$ cat config.mk
export PLATFORM = sky130hd
export DESIGN_NAME = button_click_command_controller_unit
export DESIGN_NICKNAME = d
export VERILOG_FILES = /design/src/design/bccc_pkg.sv /design/src/design/bccc_core.sv /design/src/design/button_click_command_controller_unit.sv
export SDC_FILE = /design/constraint.sdc
export NUM_CORES = 1
export LEC_CHECK = 0
export ABC_CLOCK_PERIOD_IN_PS = 5100
export BUFFER_PORTS_ARGS = -buffer_cell sky130_fd_sc_hd__buf_2
export CAP_MARGIN = 20
export CORE_MARGIN = 2
export CORE_UTILIZATION = 47
export CTS_BUF_LIST = sky130_fd_sc_hd__clkbuf_2
export CTS_CLUSTER_DIAMETER = 40
export CTS_CLUSTER_SIZE = 10
export DETAILED_ROUTE_END_ITERATION = 8
export GPL_TIMING_DRIVEN = 0
export PLACE_DENSITY = 0.65
export SETUP_SLACK_MARGIN = 0.5
export SLEW_MARGIN = 10
export SYNTH_ARGS = -nofsm -noshare
export SYNTH_HDL_FRONTEND = slang
export SYNTH_SLANG_ARGS = --single-unit
export TNS_END_PERCENT = 1
$ cat constraint.sdc
create_clock -name clock -period 5.1 [get_ports clock]
set_input_delay 0 -clock clock [delete_from_list [all_inputs] [get_ports clock]]
set_output_delay 0 -clock clock [all_outputs]
set_load 0.05 [all_outputs]
$ cat src/design/bccc_pkg.sv
`default_nettype none

package bccc_pkg;

   localparam int SOURCE_BITS = 8;
   localparam int TIMER_BITS = 16;
   localparam int COUNT_BITS = 8;
   localparam int CLICK_BITS = 2;
   localparam int CSR_INDEX_BITS = 4;
   localparam int CSR_DATA_BITS = 16;

   localparam logic [TIMER_BITS-1:0] TIMEOUT_RESET = 16'd500;
   localparam logic [COUNT_BITS-1:0] COUNT_RESET = 8'd1;

   localparam logic [CSR_INDEX_BITS-1:0] CSR_CLICK_TIMEOUT = 4'd0;
   localparam logic [CSR_INDEX_BITS-1:0] CSR_SOURCE_COUNT = 4'd1;

   localparam logic [1:0] CMD_NONE = 2'd0;
   localparam logic [1:0] CMD_INFO = 2'd1;
   localparam logic [1:0] CMD_START = 2'd2;
   localparam logic [1:0] CMD_CANCEL = 2'd3;

   localparam logic [CLICK_BITS-1:0] CLICKS_ONE = 2'd1;
   localparam logic [CLICK_BITS-1:0] CLICKS_TWO = 2'd2;
   localparam logic [CLICK_BITS-1:0] CLICKS_MAX = 2'd3;

   typedef struct packed {
      logic                  prev_level;
      logic                  enter_level;
      logic                  next_level;
      logic [TIMER_BITS-1:0] elapsed_ms;
      logic                  print_begin;
      logic                  print_end;
   } req_word_type;

   typedef struct packed {
      logic [1:0]             command;
      logic [SOURCE_BITS-1:0] source_index;
      logic                   printing;
   } rsp_word_type;

   typedef struct packed {
      logic                      write;
      logic [CSR_INDEX_BITS-1:0] index;
      logic [CSR_DATA_BITS-1:0]  data;
   } csr_write_type;

endpackage

`default_nettype wire

$ cat src/design/bccc_core.sv
`default_nettype none

module bccc_core (
   input  wire logic                   clock,
   input  wire logic                   reset,
   input  wire bccc_pkg::csr_write_type csr,
   input  wire logic                   step,
   input  wire bccc_pkg::req_word_type req_word,
   output bccc_pkg::rsp_word_type      rsp_word
);

   logic [bccc_pkg::TIMER_BITS-1:0]  timeout_ff;
   logic [bccc_pkg::COUNT_BITS-1:0]  count_ff;
   logic [2:0]                       pressed_ff;
   logic [2:0]                       pressed_in;
   logic [bccc_pkg::TIMER_BITS-1:0]  timer_ff;
   logic [bccc_pkg::TIMER_BITS-1:0]  timer_in;
   logic [bccc_pkg::CLICK_BITS-1:0]  clicks_ff;
   logic [bccc_pkg::CLICK_BITS-1:0]  clicks_in;
   logic [bccc_pkg::SOURCE_BITS-1:0] source_ff;
   logic [bccc_pkg::SOURCE_BITS-1:0] source_in;
   logic                             printing_ff;
   logic                             printing_in;

   logic [2:0]                       released;
   logic [bccc_pkg::TIMER_BITS-1:0]  timer_dec;
   logic                             done;
   logic [bccc_pkg::COUNT_BITS-1:0]  count;
   logic [bccc_pkg::SOURCE_BITS-1:0] after_prev;
   logic [bccc_pkg::SOURCE_BITS:0]   next_sum;
   logic [1:0]                       command;

   always_ff @(posedge clock) begin
      if (reset) begin
         timeout_ff <= bccc_pkg::TIMEOUT_RESET;
         count_ff <= bccc_pkg::COUNT_RESET;
      end else if (csr.write) begin
         if (csr.index == bccc_pkg::CSR_CLICK_TIMEOUT) begin
            timeout_ff <= csr.data[bccc_pkg::TIMER_BITS-1:0];
         end
         if (csr.index == bccc_pkg::CSR_SOURCE_COUNT) begin
            count_ff <= csr.data[bccc_pkg::COUNT_BITS-1:0];
         end
      end
   end

   always_comb begin
      printing_in = printing_ff;
      if (req_word.print_begin) begin
         printing_in = 1'b1;
      end
      if (req_word.print_end) begin
         printing_in = 1'b0;
      end

      pressed_in = {~req_word.next_level, ~req_word.enter_level, ~req_word.prev_level};
      released = pressed_ff & ~pressed_in;

      timer_dec = (timer_ff > req_word.elapsed_ms) ? timer_ff - req_word.elapsed_ms
                                                   : '0;
      timer_in = timer_dec;
      clicks_in = clicks_ff;
      done = 1'b0;
      if (released[1]) begin
         if (clicks_ff != bccc_pkg::CLICKS_MAX) begin
            clicks_in = clicks_ff + 1'b1;
         end
         timer_in = timeout_ff;
      end else if (timer_dec == '0 && !pressed_in[1]) begin
         done = 1'b1;
      end

      count = (count_ff == '0) ? bccc_pkg::COUNT_RESET : count_ff;
      source_in = source_ff;
      command = bccc_pkg::CMD_NONE;
      if (!printing_in) begin
         after_prev = source_ff;
         if (released[0]) begin
            after_prev = (source_ff == '0) ? count - 1'b1 : source_ff - 1'b1;
         end
         source_in = after_prev;
         next_sum = {1'b0, after_prev} + 1'b1;
         if (released[2]) begin
            source_in = (next_sum >= {1'b0, count}) ? '0
                                                    : next_sum[bccc_pkg::SOURCE_BITS-1:0];
         end
         if (done && clicks_ff == bccc_pkg::CLICKS_ONE) begin
            command = bccc_pkg::CMD_INFO;
         end
         if (done && clicks_ff == bccc_pkg::CLICKS_TWO) begin
            command = bccc_pkg::CMD_START;
         end
      end else begin
         after_prev = source_ff;
         next_sum = '0;
         if (done && clicks_ff == bccc_pkg::CLICKS_TWO) begin
            command = bccc_pkg::CMD_CANCEL;
         end
      end

      if (done) begin
         clicks_in = '0;
         timer_in = '0;
      end

      rsp_word.command = command;
      rsp_word.source_index = source_in;
      rsp_word.printing = printing_in;
   end

   always_ff @(posedge clock) begin
      if (reset) begin
         pressed_ff <= '0;
         timer_ff <= '0;
         clicks_ff <= '0;
         source_ff <= '0;
         printing_ff <= 1'b0;
      end else if (step) begin
         pressed_ff <= pressed_in;
         timer_ff <= timer_in;
         clicks_ff <= clicks_in;
         source_ff <= source_in;
         printing_ff <= printing_in;
      end
   end

endmodule

`default_nettype wire

$ cat src/design/button_click_command_controller_unit.sv
// channel | direction | handshake             | payload
// req     | in        | req_valid / req_ready | req_word  (bccc_pkg::req_word_type)
// rsp     | out       | rsp_valid / rsp_ready | rsp_word  (bccc_pkg::rsp_word_type)
// csr     | in        | csr_valid / csr_ready | csr_index, csr_data
//
// One poll word per cycle while rsp is not stalled; an accepted poll passes the input
// register and then the result register before rsp_valid rises.
// The input register holds the poll, the state update and result are computed
// in one pass into the result register.
// Synchronous reset restores the timeout to 500 ms and the source count to 1.
// A stalled rsp backs up into the input register and then drops req_ready.
// csr_ready is always high.
`default_nettype none

module button_click_command_controller_unit (
   input  wire logic                                   clock,
   input  wire logic                                   reset,
   input  wire logic                                   req_valid,
   output logic                                        req_ready,
   input  wire bccc_pkg::req_word_type                 req_word,
   output logic                                        rsp_valid,
   input  wire logic                                   rsp_ready,
   output bccc_pkg::rsp_word_type                      rsp_word,
   input  wire logic                                   csr_valid,
   output logic                                        csr_ready,
   input  wire logic [bccc_pkg::CSR_INDEX_BITS-1:0]    csr_index,
   input  wire logic [bccc_pkg::CSR_DATA_BITS-1:0]     csr_data
);

   logic                   stage_valid_ff;
   logic                   stage_valid_in;
   bccc_pkg::req_word_type stage_word_ff;
   logic                   rsp_valid_ff;
   logic                   rsp_valid_in;
   bccc_pkg::rsp_word_type rsp_word_ff;
   bccc_pkg::rsp_word_type result;
   bccc_pkg::csr_write_type csr;
   logic                   advance;
   logic                   step;

   assign csr_ready = 1'b1;
   assign csr.write = csr_valid;
   assign csr.index = csr_index;
   assign csr.data = csr_data;

   assign advance = !rsp_valid_ff || rsp_ready;
   assign step = stage_valid_ff && advance;
   assign req_ready = !stage_valid_ff || advance;

   assign stage_valid_in = (req_valid && req_ready) || (stage_valid_ff && !advance);
   assign rsp_valid_in = advance ? stage_valid_ff : rsp_valid_ff;

   bccc_core u_core (
      .clock    (clock),
      .reset    (reset),
      .csr      (csr),
      .step     (step),
      .req_word (stage_word_ff),
      .rsp_word (result)
   );

   always_ff @(posedge clock) begin
      if (reset) begin
         stage_valid_ff <= 1'b0;
         rsp_valid_ff <= 1'b0;
      end else begin
         stage_valid_ff <= stage_valid_in;
         rsp_valid_ff <= rsp_valid_in;
      end
   end

   always_ff @(posedge clock) begin
      if (req_valid && req_ready) begin
         stage_word_ff <= req_word;
      end
      if (step) begin
         rsp_word_ff <= result;
      end
   end

   assign rsp_valid = rsp_valid_ff;
   assign rsp_word = rsp_word_ff;

`ifndef SYNTHESIS
   a_cancel_only_printing: assert property (@(posedge clock) disable iff (reset)
      rsp_valid && rsp_word.command == bccc_pkg::CMD_CANCEL |-> rsp_word.printing)
      else $error("cancel issued while not printing");

   a_start_info_idle: assert property (@(posedge clock) disable iff (reset)
      rsp_valid && (rsp_word.command == bccc_pkg::CMD_INFO
                    || rsp_word.command == bccc_pkg::CMD_START) |-> !rsp_word.printing)
      else $error("info or start issued while printing");

   a_backpressure: assert property (@(posedge clock) disable iff (reset)
      !req_ready |-> stage_valid_ff && rsp_valid_ff && !rsp_ready)
      else $error("req_ready low without a full pipe");

   a_step_fills_rsp: assert property (@(posedge clock) disable iff (reset)
      step |=> rsp_valid)
      else $error("computed word not presented");
`endif

endmodule

`default_nettype wire

**After elaboration in Yosys (flattened, before gate mapping)**

Index checks and enable logic that the tools add are counted.

- Input bits: 46
- Logic and storage cells: 76
- Register bits: 88
- Output and inout port bits: 14

- Eq/ne operators: 4
- Muxes and demuxes: 21
- Bitwise gates (word level): 5
- $lt $le $gt $ge: 2
- Add/sub/neg operators: 5
- Reductions and logical operators: 21

Operator list:

| operator | number |
|---|---|
| $mux W8 | 7 |
| $mux W16 | 3 |
| $gt A16 B16 Y1 | 1 |
| $logic_not A16 Y1 | 1 |
| $logic_not A8 Y1 | 2 |
| $sub A16 B16 Y16 | 1 |
| $sub A8 B1 Y8 const B | 2 |
| $mux W2 | 6 |
| $add A8 B1 Y9 const B | 1 |
| $ge A9 B8 Y1 | 1 |
| $logic_and A1 B1 Y1 | 6 |
| $mux W1 | 5 |
| $eq A4 B1 Y1 const B | 1 |
| $logic_not A4 Y1 | 1 |
| $reduce_and A2 Y1 | 2 |
| $reduce_bool A2 Y1 | 2 |
| $and A3 B3 Y3 | 1 |
| $logic_not A1 Y1 | 3 |
| $logic_or A1 B1 Y1 | 3 |
| $not A1 Y1 | 3 |
| $not A3 Y3 | 1 |
| $reduce_and A3 Y1 | 1 |
| $add A2 B1 Y2 const B | 1 |
| $eq A2 B1 Y1 const B | 1 |
| other kinds (2) | 2 |

**Longest topological paths before layout**

Gate-level depths: netlist of run 1.

- Word-level depth: 11
- Depth in mapped cells: 20
- Mapped depth without buffers: 19

**Modules after synthesis**

A second synthesis of run 1 with hierarchy kept.

- Cells, all modules: 613
- Area, all modules: 5277.6 sq um

Modules (own cells, without submodules):

| module | sequential area each (sq um) | area an instance (sq um) | instances | cells an instance |
|---|---|---|---|---|
| bccc_core | 1081.0 | 4201.5 | 1 | 569 |
| button_click_command_controller_unit | 1001.0 | 1076.0 | 1 | 44 |

**Worst setup path before layout of run 1**

No wires, ideal clock.

- Path kind: register to register
- Start: register u_core.source_ff[0] (netlist name)
- End: register rsp_word_ff, in the netlist rsp_word[6] (data pin)
- Required time: 4954 ps
- Clock period less this slack: 4454 ps
- Data arrival time: 4308 ps
- Path slack: 646 ps
- Path buffers: 1
- Stages on the path, launching flop included: 19
- Cell sequence: dfxtp_1 -> buf_6 -> or4_4 -> or3_1 -> or4b_4 -> nand3b_1 -> o221a_2 -> nand4_1 -> and2_1 -> or2_1 -> ha_1 -> and4_1 -> a2111oi_0 -> o31a_1 -> o311ai_4 -> a41oi_2 -> o21a_1 -> a21oi_1 -> a21oi_1

RTL lines:

| item | RTL line | RTL |
|---|---|---|
| start, declared | bccc_core.sv:20 | `logic [bccc_pkg::SOURCE_BITS-1:0] source_ff;` |
| start signal, assigned | bccc_core.sv:122 | `source_ff <= source_in;` |
| end signal, assigned | button_click_command_controller_unit.sv:77 | `rsp_word_ff <= result;` |
| end, declared | button_click_command_controller_unit.sv:35 | `bccc_pkg::rsp_word_type rsp_word_ff;` |

==> key figures, run 1 <==
Clock network
  – Max H-tree Level: 3
  – Later-pin clock latency in the skew report: ~0.57 ns
  – CTS tree: built
  – Num CTS Buffers: 9
  – Clock Sink Count: 88
  – Root Buffer: clkbuf_2
  – Worst-path clk slew: 0.29 ns
  – Clock Tree Buf Depth: 2

Timing
  – Fin Setup TNS: 0 ns
  – Final hold violations: 0
  – Final-report setup violation count: 0
  – Rel. slew slack: 0.3049
  – Final Critical Period: 4.787 ns
  – Maximum clock frequency: 208.9 MHz
  – Slew Limit Fails: 0
  – Post-route clock period utilization: 0.9387
  – Measured slew at the worst slew-check pin: 1.043 ns
  – Clock Skew: ~0.046 ns
  – RSZ-0062 raised after global routing: yes

Run status
  – Status: complete, no violations

Critical path
  – Worst Setup Path Type: reg -> reg
  – RR Endpoint: rsp_word[4]
  – Worst-path maximum fanout: 5
  – Startpoint type of the worst setup path: flop
  – Worst R2R Start: u_core.source_ff[1]
  – Critical Path AT: 5.17 ns
  – R2R depth: 17
  – R2r setup slk: 0.31 ns
  – Worst Setup EP: rsp_word[4]
  – Critical Path RT: 5.48 ns
  – Start point of the critical path: u_core.source_ff[1]
  – Critical Path End Type: flop

Finish
  – Share of cells above drive strength 1: 0.1851
  – Fin area: 6606 um2
  – Ant diodes: 0
  – Area Growth Syn to Fin: 26.62%
  – Number of nets in the layout: 808

Die
  – Die area: 11960 um2
  – Initial Utilization: 0.4813
  – Row Count: 38
  – Core Area: 10840 um2
  – Die Y-Extent: between 100 and 150 um
  – IO Pins: 60
  – Die width: about 110 um

Hold path
  – HP Class: in -> reg

Power and ir drop
  – Comb pwr share: 0.286
  – Overall power: 1590 uW
  – Reg power frac: 0.495
  – Clock power frac: 0.219
  – Pwr/cell area: 240.7 nW/um2
  – Max VDD drop: around 0.18 mV
  – Psw: 553.0 uW
  – Internal power: between 1000 and 1500 uW
  – Pleak: 0.002646 uW
  – Sw frac: 0.3477

GRT
  – M3 GR Usage: 0.04683
  – First-pass GRT wire length: 23330 um
  – Largest net degree at the start of global routing: 22
  – Met2 usage: 0.4383
  – Most utilized layer in the global route result: met2
  – Number of global-route vias before repair: 4677
  – Grt met1 use: 0.3191
  – Grt total ovfl: 0
  – Overall routing resource usage: 0.2535
  – Initial antenna violation count: 0

Synth
  – Cell Area, Synth: 5218 um2
  – Fraction of registers with async set/reset: 0
  – Syn_area_per_cell: 8.740 um2
  – Synth Register Bits: 88
  – Total nets after synthesis: 670
  – Cells after Synth: roughly 600
  – Post-synth EDFFs: 32
  – Synth cell types: 76
  – Register area share after synthesis: 0.3990
  – Top_reg_cell synth: dfxtp_1
  – Synth warn: 0

Detailed routing
  – DRT Wirelength: 14470 um
  – # DRC: 0
  – Via count: 5035
  – Routed Antenna Nets: 0
  – Initial DRC Count: 293
  – Avg WL per Cell: 16.45 um
  – First-pass iteration count of the detailed router: 4
  – Vias per std cell: 5.722

Run
  – Max Cap Viol: 0

Placement
  – Placer Congestion: 0.9056
  – Post-DP HPWL: around 10000 um
  – Placed inst area: 5678 um2
  – I/O Buffers: 57
-- metal layers --
| layer | up-vias | part of all wire |
|---|---|---|
| li1 | 2463 | - |
| met3 | 35 | 0.051 |
| met4 | 0 | 0.031 |
| met2 | 157 | 0.49 |
| met5 | - | 0 |
| met1 | 2380 | 0.43 |
-- cell usage after synthesis (all sizes together) (8+ instances only) --
cell type  instances  area [um2]
a211oi            12       100.1
clkbuf            25       93.84
inv               33       123.9
edfxtp            32       960.9
nand3             10       50.05
a221oi            10       87.58
nand2             66       247.7
dfxtp             56        1121
a21oi             41       205.2
o21ai             22       110.1
nor3              20       100.1
mux2i              8       80.08
ha                26       325.3
xnor2             11       96.34
nor2              73       276.5
nand2b             8       50.05
-- worst max-delay path, cell delays in order, from the launching register on --
cell	delay [ns]
dfxtp_2	0.39
buf_6	0.11
or4_4	0.54
or3_4	0.40
or4b_4	0.50
nand3b_1	0.13
o221a_2	0.21
nand4_1	0.13
and2_4	0.19
or2_4	0.24
ha_4	0.29
nand4_1	0.13
a221o_1	0.32
o311ai_4	0.46
a41oi_4	0.09
and2b_1	0.22
nor2_2	0.15
o21ai_2	0.09
-- power groups by stage --
stage	clock network [uW]	logic [uW]	registers, uW
detailed placement	0	374	801
CTS	352	431	787
finish	348	456	787
floorplan	0	260	812
global placement	0	367	800
global route	381	501	791
-- stage by stage --
step / hold WS [ns] / worst slack (ns) / utilization / cells
floorplan: 0.09887 / 0.6462 / - / 597
detailed placement: 0.1781 / 0.2125 / 0.5238 / 794
CTS: 0.06095 / 0.3763 / 0.5976 / 875
global placement: 0.1763 / 0.2110 / 0.5238 / 794
global route: 0.05781 / 0.1353 / 0.6094 / 880
finish: 0.1065 / 0.3127 / 0.6094 / 880
-- registers in the layout (all words and copies together), names as in the netlist, 2 cells and up --
signal             cells
u_core.clicks_ff       2
u_core.timer_ff       16
rsp_word              11
u_core.timeout_ff     16
u_core.pressed_ff      3
u_core.count_ff        8
stage_word_ff         21
u_core.source_ff       8
-- worst min path at each step --
stage | startpoint | end | slack (ns) | cells after the start
6_report | req_word[6] | stage_word_ff[6] | 0.11 | 2
5_1_grt | req_word[10] | stage_word_ff[10] | 0.06 | 2
4_1_cts | req_word[10] | stage_word_ff[10] | 0.06 | 2
3_5_place_dp | req_word[17] | stage_word_ff[17] | 0.18 | 1
3_3_place_gp | req_word[2] | stage_word_ff[2] | 0.18 | 1
2_1_floorplan | req_word[0] | stage_word_ff[0] | 0.1 | 0
-- cells by family (layout without fill, tap and decap cells) --
logic type	Yosys count	after routing	share of synthesized area
AOI/OAI and AO/OA	148	148	0.2055
xor gates and xnor gates	12	12	0.02014
adders and majority gates	27	27	0.06619
buffers and inverters	67	210	0.05516
DFF	88	88	0.3990
muxes	10	10	0.02038
other	1	1	0.0007187
and+or+nand+nor	244	244	0.2329
-- cells in the final DEF (no fill, tap or decap), drive strengths merged, types with 5 or more instances in the layout --
cell         Yosys  routed
xnor2           11      11
nand2           66      66
o311ai           6       6
mux2i            8       8
a21oi           41      41
buf              7      79
or2              5       5
ha              26      26
o21a             6       6
nand3           10      10
nor4             7       7
dlygate4sd3      0      55
nand4            6       6
dfxtp           56      56
a21o             5       5
inv             33      38
nand3b           7       7
a221oi          10      10
clkbuf          25      34
or4              6       6
nand2b           8       8
and4             5       5
and2             7       7
edfxtp          32      32
nor3            20      20
o21ai           22      22
nor2            73      73
a211oi          12      12
-- final cells by class --
| class | instances | area, um2 |
|---|---|---|
| buffer | 32 | 163.9 |
| clock buffer | 9 | 45.04 |
| clock inverter | 7 | 60.06 |
| fill | 954 | 4234 |
| inverter | 35 | 131.4 |
| multi-input combinational | 442 | 2989 |
| sequential | 88 | 2086 |
| tap | 140 | 175.2 |
| timing repair buffer | 127 | 955.9 |
-- repair_timing --
action,CTS,global route
hold buffers,55,0
endpoints found under the setup margin,15,16
setup buffers,10,4
gates resized for setup,17,17
gates cloned,0,0
pin swaps,14,11
hold endpoints to repair,58,0
Note: power is estimated with default switching activity, not from simulation.
==> run 2, diff against run 1 <==
- CORE_UTILIZATION: 47 -> 53
- PLACE_DENSITY: 0.65 -> 0.72
==> key figures, run 2 (synthesis results as in run 1) <==
Detailed routing
  – First-pass iteration count of the detailed router: 5 (+1)
  – Avg WL per Cell: 16.92 um (+2.9%)
  – Initial DRC Count: 334 (+14%)
  – Routed Antenna Nets: 0 (unchanged)
  – Vias per std cell: 5.792 (+1.2%)
  – DRT Wirelength: 14800 um (+2.3%)
  – # DRC: 0 (unchanged)
  – Via count: 5068 (+0.66%)

Finish
  – Ant diodes: 0 (unchanged)
  – Largest registers: stage_word_ff x21, u_core.timeout_ff x16, u_core.timer_ff x16
  – Largest Register: stage_word_ff
  – Area Growth Syn to Fin: 27.12%
  – Fin area: 6633 um2 (+0.40%)
  – Commonest cells after routing, fill and taps aside: nor2_1 (70), nand2_1 (66), buf_2 (58)
  – Commonest non-fill, non-tap cell in the layout: nor2_1
  – Final Util: 0.6849 (+0.07547)
  – Share of cells above drive strength 1: 0.1819 (-0.003194)
  – Max reg flops: 21 (unchanged)
  – Number of nets in the layout: 810 (+0.25%)

GRT
  – Initial antenna violation count: 0 (unchanged)
  – Number of global-route vias before repair: 4702 (+0.53%)
  – Largest net degree at the start of global routing: 22 (unchanged)
  – Overall routing resource usage: 0.2831 (+0.02959)
  – Grt total ovfl: 0 (unchanged)
  – First-pass GRT wire length: 23020 um (-1.3%)

Critical path
  – CP peak stage delay: 0.53 ns (about the same)
  – CP bufs+invs: 2 (+1)
  – Worst Setup Path Type: reg -> reg
  – Critical Path End Type: flop
  – Worst-path maximum fanout: 6 (+1)
  – Critical Path AT: 5.22 ns (+0.05 ns)
  – RR Endpoint: rsp_word[2]
  – Stages on worst setup path: 17 (unchanged)
  – Worst R2R Start: u_core.source_ff[1]
  – R2r setup slk: 0.20 ns (-0.12 ns)
  – Critical Path RT: 5.42 ns (-0.06 ns)
  – Startpoint type of the worst setup path: flop
  – Top Family by Delay on Critical Path: simple AND/OR/NAND/NOR gates
  – Worst path slowest cell: or4b_4
  – R2R depth: 17 (unchanged)
  – Worst-path cell chain: buf_6 -> or4_4 -> or3_4 -> or4b_4 -> nand3b_1 -> o221a_4 -> nand4_1 -> and2_4 -> or2_4 -> ha_4 -> nand4_1 -> a221o_1 -> o311ai_4 -> a41oi_4 -> buf_6 -> a22oi_2 -> a21oi_2

Clock network
  – Worst-path clk slew: 0.26 ns (-0.03 ns)
  – Num CTS Buffers: 9 (unchanged)
  – Clock Tree Buf Depth: 2 (unchanged)
  – Clock Sink Count: 88 (unchanged)
  – Max H-tree Level: 3 (unchanged)
  – CTS tree: built
  – Later-pin clock latency in the skew report: 0.57 ns (about the same)
  – Root Buffer: clkbuf_2

Timing
  – Final Critical Period: 4.903 ns (+0.1152 ns)
  – Final-report setup violation count: 0 (unchanged)
  – Hold WS: 0.1166 ns (+0.01008 ns)
  – Clock Skew: 0.03227 ns (-0.01340 ns)
  – Slew Limit Fails: 0 (unchanged)
  – Final hold violations: 0 (unchanged)
  – Maximum clock frequency: 204.0 MHz (-2.4%)
  – RSZ-0062 raised after global routing: yes
  – Rel. slew slack: 0.4972 (+0.1923)
  – Fin Setup TNS: 0 ns (unchanged)
  – Measured slew at the worst slew-check pin: 0.7448 ns (-0.2979 ns)
  – Post-route clock period utilization: 0.9613 (+0.02260)

Die
  – Die Y-Extent: 103.2 um (-5.6%)
  – Die width: 103.2 um (-5.6%)
  – Die area: 10650 um2 (-11%)
  – IO Pins: 60 (unchanged)
  – Row Count: 36 (-5.3%)
  – Core Area: 9684 um2 (-11%)
  – Initial Utilization: 0.5388 (+0.05746)

Placement
  – Placed inst area: 5674 um2 (about the same)
  – I/O Buffers: 57 (unchanged)
  – Placer Congestion: 0.9765 (+7.8%)
  – Post-DP HPWL: 10310 um (+0.26%)

Run
  – Max Cap Viol: 0 (unchanged)

Hold path
  – HP Class: in -> reg
  – WHS Endpoint: stage_word_ff[15]
  – Hold Crit Start: req_word[15]
  – Hold depth: 2 (unchanged)

Run status
  – Status: complete, no violations

Power and ir drop
  – Overall power: 1663 uW (+4.6%)
  – Max VDD drop: 0.2258 mV (+28%)
  – Pleak: 0.002678 uW (+1.2%)
  – Pwr/cell area: 250.7 nW/um2 (+4.2%)
run 2: changes by cell type in the layout (fill, tap and decap cells not counted), sizes merged:
cell,before,now
buf,79,83
bufinv,0,2
dlygate4sd3,55,53
clkinvlp,1,0
inv,38,37
run 2: repair_timing:
| action | 4_1_cts | 5_1_grt |
|---|---|---|
| buffers inserted | 6 | 10 |
| endpoints found under the setup margin | 16 | 16 |
| gates resized for setup | 14 | 15 |
| hold buffers | 53 | 0 |
| hold endpoints to repair | 58 | 0 |
| pin swaps | 12 | 14 |
run 2: metal layers:
layer | GRT usage | vias up | routed length (um)
met2 | 0.4940 | 189 | 7345
li1 | - | 2462 | -
met4 | 0.07692 | 0 | 230
met1 | 0.3560 | 2395 | 6348
met5 | 0 | - | 0
met3 | 0.06048 | 22 | 878
run 2: layout make-up:
type                    instances  area, um2
fillers                       769       3052
multi-input cells             442       2968
flip-flops and latches         88       2085
repair buffers                129      974.7
well taps                     133      166.4
plain buffers                  32      163.9
inverters                      35      131.4
clock inverters                 7      98.84
clock buffers                   9      45.04
run 2: stage by stage:
| stage | setup WS [ns] | cells |
|---|---|---|
| after floorplan | 0.6462 | 597 |
| after global placement | 0.05771 | 787 |
| after detailed placement | 0.03013 | 788 |
| after CTS | 0.3156 | 863 |
| after global routing | 0.09498 | 875 |
| final | 0.1974 | 875 |
run 2: power breakdown:
part / internal (uW) / switching, uW
Clock: 168 / 255
Combinational: 191 / 261
Sequential: 766 / 21.4
run 2: worst max path at each step:
stage	from	end	slack (ns)
4_1_cts	u_core.source_ff[1]	rsp_word[4]	0.32
3_5_place_dp	u_core.source_ff[1]	rsp_word[2]	0.03
6_report	u_core.source_ff[1]	rsp_word[2]	0.20
5_1_grt	u_core.source_ff[1]	u_core.source_ff[3]	0.09
3_3_place_gp	u_core.source_ff[1]	rsp_word[2]	0.06
2_1_floorplan	u_core.source_ff[0]	rsp_word[6]	0.65
==> run 3, diff against run 2 <==
- CORE_MARGIN: 2 -> 5
- SYNTH_HIERARCHICAL: not set -> 1
==> key figures, run 3 <==
Run status
  – Status: complete, no violations

Finish
  – Area Growth Syn to Fin: 20.01%
  – Fin area: 6334 um2 (-4.5%)
  – Commonest cells after routing, fill and taps aside: nand2_1 (67), nor2_1 (65), buf_2 (61)
  – Commonest non-fill, non-tap cell in the layout: nand2_1
  – Share of cells above drive strength 1: 0.1347 (-0.04725)
  – Number of nets in the layout: 803 (-0.86%)
  – Largest registers: stage_word_ff x21, u_core/timeout_ff x16, u_core/timer_ff x16
  – Largest Register: stage_word_ff
  – Layout fillers: 871 (+13%)
  – Max reg flops: 21 (unchanged)

Timing
  – Final Critical Period: 4.261 ns (-0.6420 ns)
  – RSZ-0062 raised after global routing: no
  – Maximum clock frequency: 234.7 MHz (+15%)
  – Rel. slew slack: 0.2903 (-0.2069)
  – Measured slew at the worst slew-check pin: 1.055 ns (+0.3101 ns)
  – Post-route clock period utilization: 0.8354 (-0.1259)
  – Fin Setup TNS: 0 ns (unchanged)
  – Slew Limit Fails: 0 (unchanged)
  – Clock Skew: 0.01701 ns (-0.01526 ns)
  – Final-report setup violation count: 0 (unchanged)
  – Final hold violations: 0 (unchanged)

Synth
  – Synth Register Bits: 88 (unchanged)
  – Top_reg_cell synth: dfxtp_1
  – Post-synth EDFFs: 32 (unchanged)
  – Cell Area, Synth: 5278 um2 (+1.2%)
  – Total nets after synthesis: 686 (+2.4%)
  – Yosys top cell area share: 0.2124 (-0.002445)
  – Register area share after synthesis: 0.3945 (-0.004541)
  – Top post-synthesis cells by area: dfxtp_1 (21%), edfxtp_1 (18%), ha_1 (6.2%), nand2_1 (4.8%), nor2_1 (4.6%)
  – Fraction of registers with async set/reset: 0 (unchanged)
  – Cells after Synth: 613 (+2.7%)
  – Yosys top cell by area: dfxtp_1
  – Count leader, synth: nand2_1
  – Synth warn: 6 (+6)
  – Synth cell types: 75 (-1.3%)
  – Top cells by count, synth: nand2_1 (67), nor2_1 (65), dfxtp_1 (56), inv_1 (44), a21oi_1 (41)
  – Syn_area_per_cell: 8.609 um2 (-1.5%)

Critical path
  – Critical Path End Type: flop
  – Critical Path RT: 5.41 ns (about the same)
  – Worst Setup Path Type: reg -> reg
  – Critical Path AT: 4.57 ns (-0.65 ns)
  – Startpoint type of the worst setup path: flop
  – Worst-path maximum fanout: 9 (+3)
  – R2R depth: 14 (-3)

Detailed routing
  – Vias per std cell: 5.814 (+0.37%)
  – Avg WL per Cell: 16.35 um (-3.3%)
  – Initial DRC Count: 368 (+10%)
  – Routed Antenna Nets: 0 (unchanged)
  – First-pass iteration count of the detailed router: 5 (unchanged)
  – Via count: 5052 (-0.32%)
  – # DRC: 0 (unchanged)
  – DRT Wirelength: 14210 um (-4.0%)

GRT
  – Largest net degree at the start of global routing: 22 (unchanged)
  – First-pass GRT wire length: 23660 um (+2.8%)
  – Number of global-route vias before repair: 4907 (+4.4%)
  – Grt total ovfl: 0 (unchanged)
  – Initial antenna violation count: 1 (+1)
  – Overall routing resource usage: 0.2478 (-0.03527)

Clock network
  – Post-CTS Setup Inserts: 0 (-6)
  – Worst-path clk slew: 0.26 ns (about the same)
  – Root Buffer: clkbuf_2
  – Num CTS Buffers: 9 (unchanged)
  – Clock Tree Buf Depth: 2 (unchanged)
  – CTS tree: built
  – Max H-tree Level: 3 (unchanged)
  – Later-pin clock latency in the skew report: 0.52 ns (-0.05 ns)
  – Clock Sink Count: 88 (unchanged)

Hold path
  – Hold depth: 4 (+2)
  – HP Class: in -> reg

Die
  – Row Count: 36 (unchanged)
  – Die Y-Extent: 109.8 um (+6.4%)
  – IO Pins: 60 (unchanged)
  – Die width: 109.8 um (+6.4%)
  – Initial Utilization: 0.5424 (+0.003679)
  – Core Area: 9729 um2 (+0.47%)
  – Die area: 12050 um2 (+13%)

Placement
  – Post-DP HPWL: 10660 um (+3.4%)
  – Placed inst area: 5734 um2 (+1.1%)
  – I/O Buffers: 58 (+1.8%)
  – Placer Congestion: 0.9071 (-7.1%)

Power and ir drop
  – Pwr/cell area: 243.2 nW/um2 (-3.0%)
  – Max VDD drop: 0.1944 mV (-14%)
  – Pleak: 0.002510 uW (-6.3%)

Run
  – Max Cap Viol: 0 (unchanged)
## run 3: per-stage QoR
stage / hold WS, ns / utilization / power [uW] / cells / setup WS [ns]
2_1_floorplan: 0.06244 / - / 1077 / 613 / 1.309
3_3_place_gp: 0.1760 / 0.5894 / 1170 / 804 / 0.7942
3_5_place_dp: 0.1781 / 0.5894 / 1180 / 804 / 0.7707
4_1_cts: 0.03392 / 0.6499 / 1541 / 868 / 0.7176
5_1_grt: 0.05570 / 0.6510 / 1628 / 869 / 0.5882
6_report: 0.07011 / 0.6510 / 1540 / 869 / 0.8395
## run 3: cell families (layout without fill, tap and decap cells)
family                     Yosys count  after routing  share of synthesized area
AOI/OAI and AO/OA                  175            175                     0.2354
xor gates and xnor gates             7              7                    0.01162
adders and majority gates           27             27                    0.06543
buffers and inverters               76            198                    0.05761
DFF                                 88             88                     0.3945
muxes                                8              8                    0.01517
other                                1              2                  0.0007106
and+or+nand+nor                    231            231                     0.2195
## run 3: what timing repair did
item                                    4_1_cts  5_1_grt
resized for setup                             0        3
endpoints found under the setup margin        0       15
endpoints found under the hold margin        68        0
hold buffers                                 48        0
## run 3: power breakdown
part	leakage [uW]	internal, uW	switching [uW]
registers	0.000768	766	23.6
logic	0.00168	163	248
clock network	0.0000626	75.2	264
## run 3: worst paths after layout
path	start	to	slack, ns
worst max register to register	u_core/source_ff[6]	rsp_word[2]	0.84
worst max-delay path	u_core/source_ff[6]	rsp_word[2]	0.84
worst min-delay path	csr_index[3]	u_core/count_ff[0]	0.07
worst min register to register	u_core/timeout_ff[3]	u_core/timeout_ff[3]	0.48
## run 3: area by class of cell
class	instances	area, um2	share of cell area
multi-input combinational	449	2898	0.4575
sequential	88	2082	0.3287
antenna	1	2.502	0.0003951
clock buffer	9	45.04	0.007112
buffer	32	140.1	0.02213
inverter	44	165.2	0.02608
tap	133	166.4	0.02627
clock inverter	7	63.81	0.01008
timing repair buffer	106	770.7	0.1217
## run 3: per-layer routing
layer	part of all wire	global-route usage	routed length [um]	up-vias
li1	-	-	-	2485
met1	0.48	0.3528	6793	2374
met2	0.44	0.3956	6271	179
met3	0.066	0.03112	943	14
met4	0.014	0.06768	201	0
met5	0	0	0	-
## run 3: critical path, cell delays in order (launching register included)
cell and delay (ns):
dfxtp_1 0.36, buf_2 0.18, or4_1 0.55, o31ai_1 0.66
o41ai_1 0.19, a21oi_1 0.19, a211o_1 0.22, nor4_1 0.12
or2_2 0.31, ha_1 0.29, and3_1 0.18, o41a_1 0.20
a31oi_4 0.15, a32oi_1 0.34, a21oi_1 0.12
